[src/design/radial_energy_spectrum_binner_unit_assert.svh]
// assertion macros for the spectrum binner
// expects clk and rst_n in the scope where a macro is used
`ifndef RADIAL_ENERGY_SPECTRUM_BINNER_UNIT_ASSERT_SVH
`define RADIAL_ENERGY_SPECTRUM_BINNER_UNIT_ASSERT_SVH

// same-cycle implication
`define RESB_ASSERT_IMPL(name, ante, cons, msg) \
  name: assert property (@(posedge clk) disable iff (!rst_n) (ante) |-> (cons)) \
    else $error(msg);

// next-cycle implication
`define RESB_ASSERT_NEXT(name, ante, cons, msg) \
  name: assert property (@(posedge clk) disable iff (!rst_n) (ante) |=> (cons)) \
    else $error(msg);

`endif

[src/design/resb_pkg.sv]
// shared types and constants for the spectrum binner
// no dependencies
package resb_pkg;

  localparam int MUL_W      = 32;
  localparam int COMP_W     = 24;
  localparam int IDX_W      = 6;
  localparam int RAD_W      = 13;  // kx^2 + ky^2 with both at most 63
  localparam int ROOT_W     = 7;   // floor sqrt of that stays below 128
  localparam int ENERGY_W   = 49;  // four 47-bit squares
  localparam int BIN_W      = 64;
  localparam int ACC_W      = 96;
  localparam int CFG_IDX_W  = 2;
  localparam int SHIFT_W    = 7;
  localparam int CNT_W      = 3;
  localparam int NUM_COMPS  = 4;

  localparam logic [SHIFT_W-1:0] SCALE_FRAC_BITS = 7'd16;

  localparam logic [CFG_IDX_W-1:0] REG_OUTPUT_GAIN      = 2'd0;
  localparam logic [CFG_IDX_W-1:0] REG_GAIN_SHIFT       = 2'd1;
  localparam logic [CFG_IDX_W-1:0] REG_WAVENUMBER_SCALE = 2'd2;

  typedef struct packed {
    logic [MUL_W-1:0] a;
    logic [MUL_W-1:0] b;
  } resb_mul_req_t;

  typedef enum logic [3:0] {
    ST_IDLE,
    ST_KX,
    ST_COL,
    ST_RAD,
    ST_ROOT_MUL,
    ST_ROOT_CMP,
    ST_ENERGY,
    ST_BIN_RD,
    ST_BIN_WR,
    ST_RO_RD,
    ST_RO_LOAD,
    ST_RO_MLO,
    ST_RO_MHI,
    ST_RO_ADD,
    ST_RO_SHF,
    ST_RO_OUT
  } resb_state_t;

endpackage

[src/design/resb_mul.sv]
// shared 32x32 unsigned multiplier, product registered
// depends on resb_pkg
module resb_mul (
  input  logic                        clk,
  input  resb_pkg::resb_mul_req_t     req,
  output logic [2*resb_pkg::MUL_W-1:0] prod
);

  logic [2*resb_pkg::MUL_W-1:0] prod_r;

  always_ff @(posedge clk) begin
    prod_r <= req.a * req.b;
  end

  assign prod = prod_r;

endmodule

[config.mk]
export PLATFORM = sky130hd
export DESIGN_NAME = resb_mul
export DESIGN_NICKNAME = d
export VERILOG_FILES = /design/src/design/radial_energy_spectrum_binner_unit_assert.svh /design/src/design/resb_pkg.sv /design/src/design/resb_mul.sv
export SDC_FILE = /design/constraint.sdc
export NUM_CORES = 2
export LEC_CHECK = 0
export BUFFER_PORTS_ARGS = -buffer_cell sky130_fd_sc_hd__buf_4
export CELL_PAD_IN_SITES_DETAIL_PLACEMENT = 1
export CELL_PAD_IN_SITES_GLOBAL_PLACEMENT = 2
export CORE_MARGIN = 4
export CORE_UTILIZATION = 42
export CTS_CLUSTER_DIAMETER = 120
export DETAILED_ROUTE_END_ITERATION = 7
export PLACE_DENSITY = 0.83
export SYNTH_ARGS = -nofsm -noshare
export SYNTH_HDL_FRONTEND = slang
export SYNTH_SLANG_ARGS = --single-unit
export TNS_END_PERCENT = 50
[constraint.sdc]
create_clock -name clk -period 9.74 [get_ports clk]
set_input_delay 1.948 -clock clk [delete_from_list [all_inputs] [get_ports clk]]
set_output_delay 1.948 -clock clk [all_outputs]
set_load 0.01 [all_outputs]
==> reports/results.md <==
Yosys
• 64 — Seq cells post-synth
• 4972 — Post-Syn Nets
• 57 — distinct cell type count of the synthesized netlist
• 0 — number of synthesized flops with an enable pin
• 34700 µm² — post-synthesis instance area
• dfxtp_1 — dominant register cell in the synthesized netlist
• 3748 — Cells after Synth
• 9.25 µm² — per-instance average area after synthesis
• 0.0369 — sequential fraction of the synthesis area
• 0 — total number of yosys warnings
• 0 — proportion of synthesized flip-flops having asynchronous set or reset

Critical path
• 32 — crit path max fanout
• primary input — sort of element at the start of the critical path
• req[8] — Critical Path Start
• flop — critical path endpoint category
• 10010 ps — required time of the critical path
• in -> reg — kind of critical path
• 9590 ps — Critical Path AT

Die
• 87200 µm² — die area
• 82000 µm² — standard cell core area
• 129 — I/O Pins
• 105 — placement row count
• 295 µm — Die Ht
• 0.423 — starting density of the core
• 295 µm — die boundary width

Clocking
• 0 — cts repair resizes
• 0 — CTS Hold Bufs
• 3 — depth of the CTS H-tree
• 9 — number of buffers created by CTS
• clkbuf_16 — root buffer selected by CTS
• 2 — clock buffer depth
• 0 — Post-CTS Setup Repair Bufs
• yes — clock tree from TritonCTS
• 60 ps — clock input transition at the sequential cells of the worst setup and hold paths
• 64 — clock net sink count

Global routing
• 33 — maximum number of pins on one net before global-route repair
• 0.250 — total routing resource utilization after global routing
• 0 — total grt overflow
• 168000 µm — global-route wire length before repair
• 29520 — number of global-route vias before repair
• 4 — antenna violations before repair

STA
• 0 — fin. max-slew vios
• 600 ps — slew of the pin with the lowest slew margin
• 0 ps — Total Negative Setup Slacks
• 2120 ps — Hold Worst Slack
• 9320 ps — time the worst path needs with I/O delays and setup
• false — RSZ-0062 raised after global routing
• 0.957 — final worst-path cycle share
• 0.107 GHz — upper clock frequency limit
• 0 — Finish-stage setup viols
• 0.597 — max-slew headroom at the worst pin
• 0 — final hold violation count

Status
• finished clean — status

Cells and area
• 64 — flip-flop count of the largest register, all copies and words added
• 0.0501 — ratio of cells with drive above 1 in the final layout
• 4915 — Net count, final
• 5.68% — signed area change from the synthesized netlist to the final layout

Hold path
• req[0] — origin of the worst min-delay path
• 2 — worst hold path depth
• in -> reg — hold crit path type

Routing
• 0 — count of antenna-violating nets left after detailed routing
• 22.1 µm — average wire length per cell after detail routing
• 105000 µm — final routed wirelength across all metal layers
• 5 — DRT Pass-1 Iters
• 5.21 — mean number of vias per cell
• 0 — number of DRC violations after detailed routing
• 940 — drt initial violations
• 24860 — via count of the routed design

Placement
• 0.849 — GPL Wtd Cong
• 128 — Buffers on Ports
• 85700 µm — placed wire-length estimate

Flow run
• 0 — max_cap viols

-- layout make-up --
class                   count  area [µm²]
multi-input cells        2599       29300
inverters                 865        3250
clock inverters             6        67.6
well taps                1070        1340
repair buffers            152        1150
diodes                      2        5.00
clock buffers              10         239
flip-flops and latches     64        1280
fillers                  9486       45300
-- cell usage after synthesis (10+ instances only) --
cell type | n | area (µm²)
and3_1 | 14 | 87.6
dfxtp_1 | 64 | 1280
nand4_1 | 23 | 144
and2_1 | 602 | 3770
o21ai_0 | 21 | 105
a31oi_1 | 12 | 75.1
a21o_1 | 40 | 300
nand2_1 | 480 | 1800
xnor2_1 | 35 | 307
a21oi_1 | 63 | 315
xor2_1 | 25 | 219
nand3_1 | 10 | 50.1
ha_1 | 263 | 3290
clkbuf_1 | 213 | 800
o21bai_1 | 10 | 75.1
inv_1 | 865 | 3250
nor2_1 | 20 | 75.1
fa_1 | 896 | 17900
-- per-stage QoR --
step	utilization	instance area (µm²)	std cells	setup WS, ps
global route	0.447	36600	4767	142
detailed placement	0.443	36300	4750	158
finish	0.447	36600	4768	422
global placement	0.443	36300	4750	174
floorplan	-	34700	3748	1040
CTS	0.447	36600	4766	495
-- per-layer routing --
| metal | wire length [µm] | vias to the layer above | GRT usage | part of all wire |
|---|---|---|---|---|
| met1 | 39900 | 13467 | 0.286 | 0.38 |
| met3 | 2890 | 192 | 0.0198 | 0.027 |
| li1 | - | 10707 | - | - |
| met2 | 58500 | 494 | 0.492 | 0.56 |
| met5 | 0 | - | 0 | 0 |
| met4 | 4000 | 0 | 0.0799 | 0.038 |
-- cells by family after synthesis --
family | share of synthesized area
xor+xnor | 0.0152
buf+inv | 0.118
mux | 0.000289
fa+ha+maj | 0.612
simple gates | 0.176
flops | 0.0369
compound gates | 0.0415
-- worst max-delay path, cell delays in order --
cell      delay [ps]
buf_4            350
nand2_1          150
fa_1             560
inv_1             60
fa_1             520
inv_1             60
fa_1             530
inv_1             50
fa_1             480
fa_1             570
fa_1             440
fa_1             550
inv_1             70
fa_1             480
inv_1             40
ha_1             420
nand4_1          230
or4_1            470
or3_1            360
a31oi_1          480
a31o_2           290
a211oi_1         120
o21ai_1          170
xor2_1           160
-- path summary, 6_finish.rpt --
| kind | endpoint | slack (ps) |
|---|---|---|
| worst max-delay path | prod[62]$_DFF_P_ | 420 |
| worst min-delay path | prod[0]$_DFF_P_ | 2120 |
-- cell usage in the layout, fill, tap and decap left out, types with 14 or more instances in the layout --
| master | instances |
|---|---|
| buf_4 | 151 |
| ha_1 | 263 |
| a21oi_1 | 63 |
| xor2_1 | 25 |
| fa_1 | 896 |
| inv_1 | 865 |
| nand2_1 | 480 |
| and3_1 | 14 |
| xnor2_1 | 35 |
| nand4_1 | 23 |
| dfxtp_1 | 64 |
| nor2_1 | 20 |
| a21o_1 | 40 |
| o21ai_0 | 21 |
| and2_1 | 602 |
Power is not shown: default switching activity piles up to over one toggle a cycle in this logic, so the estimate is an artifact.
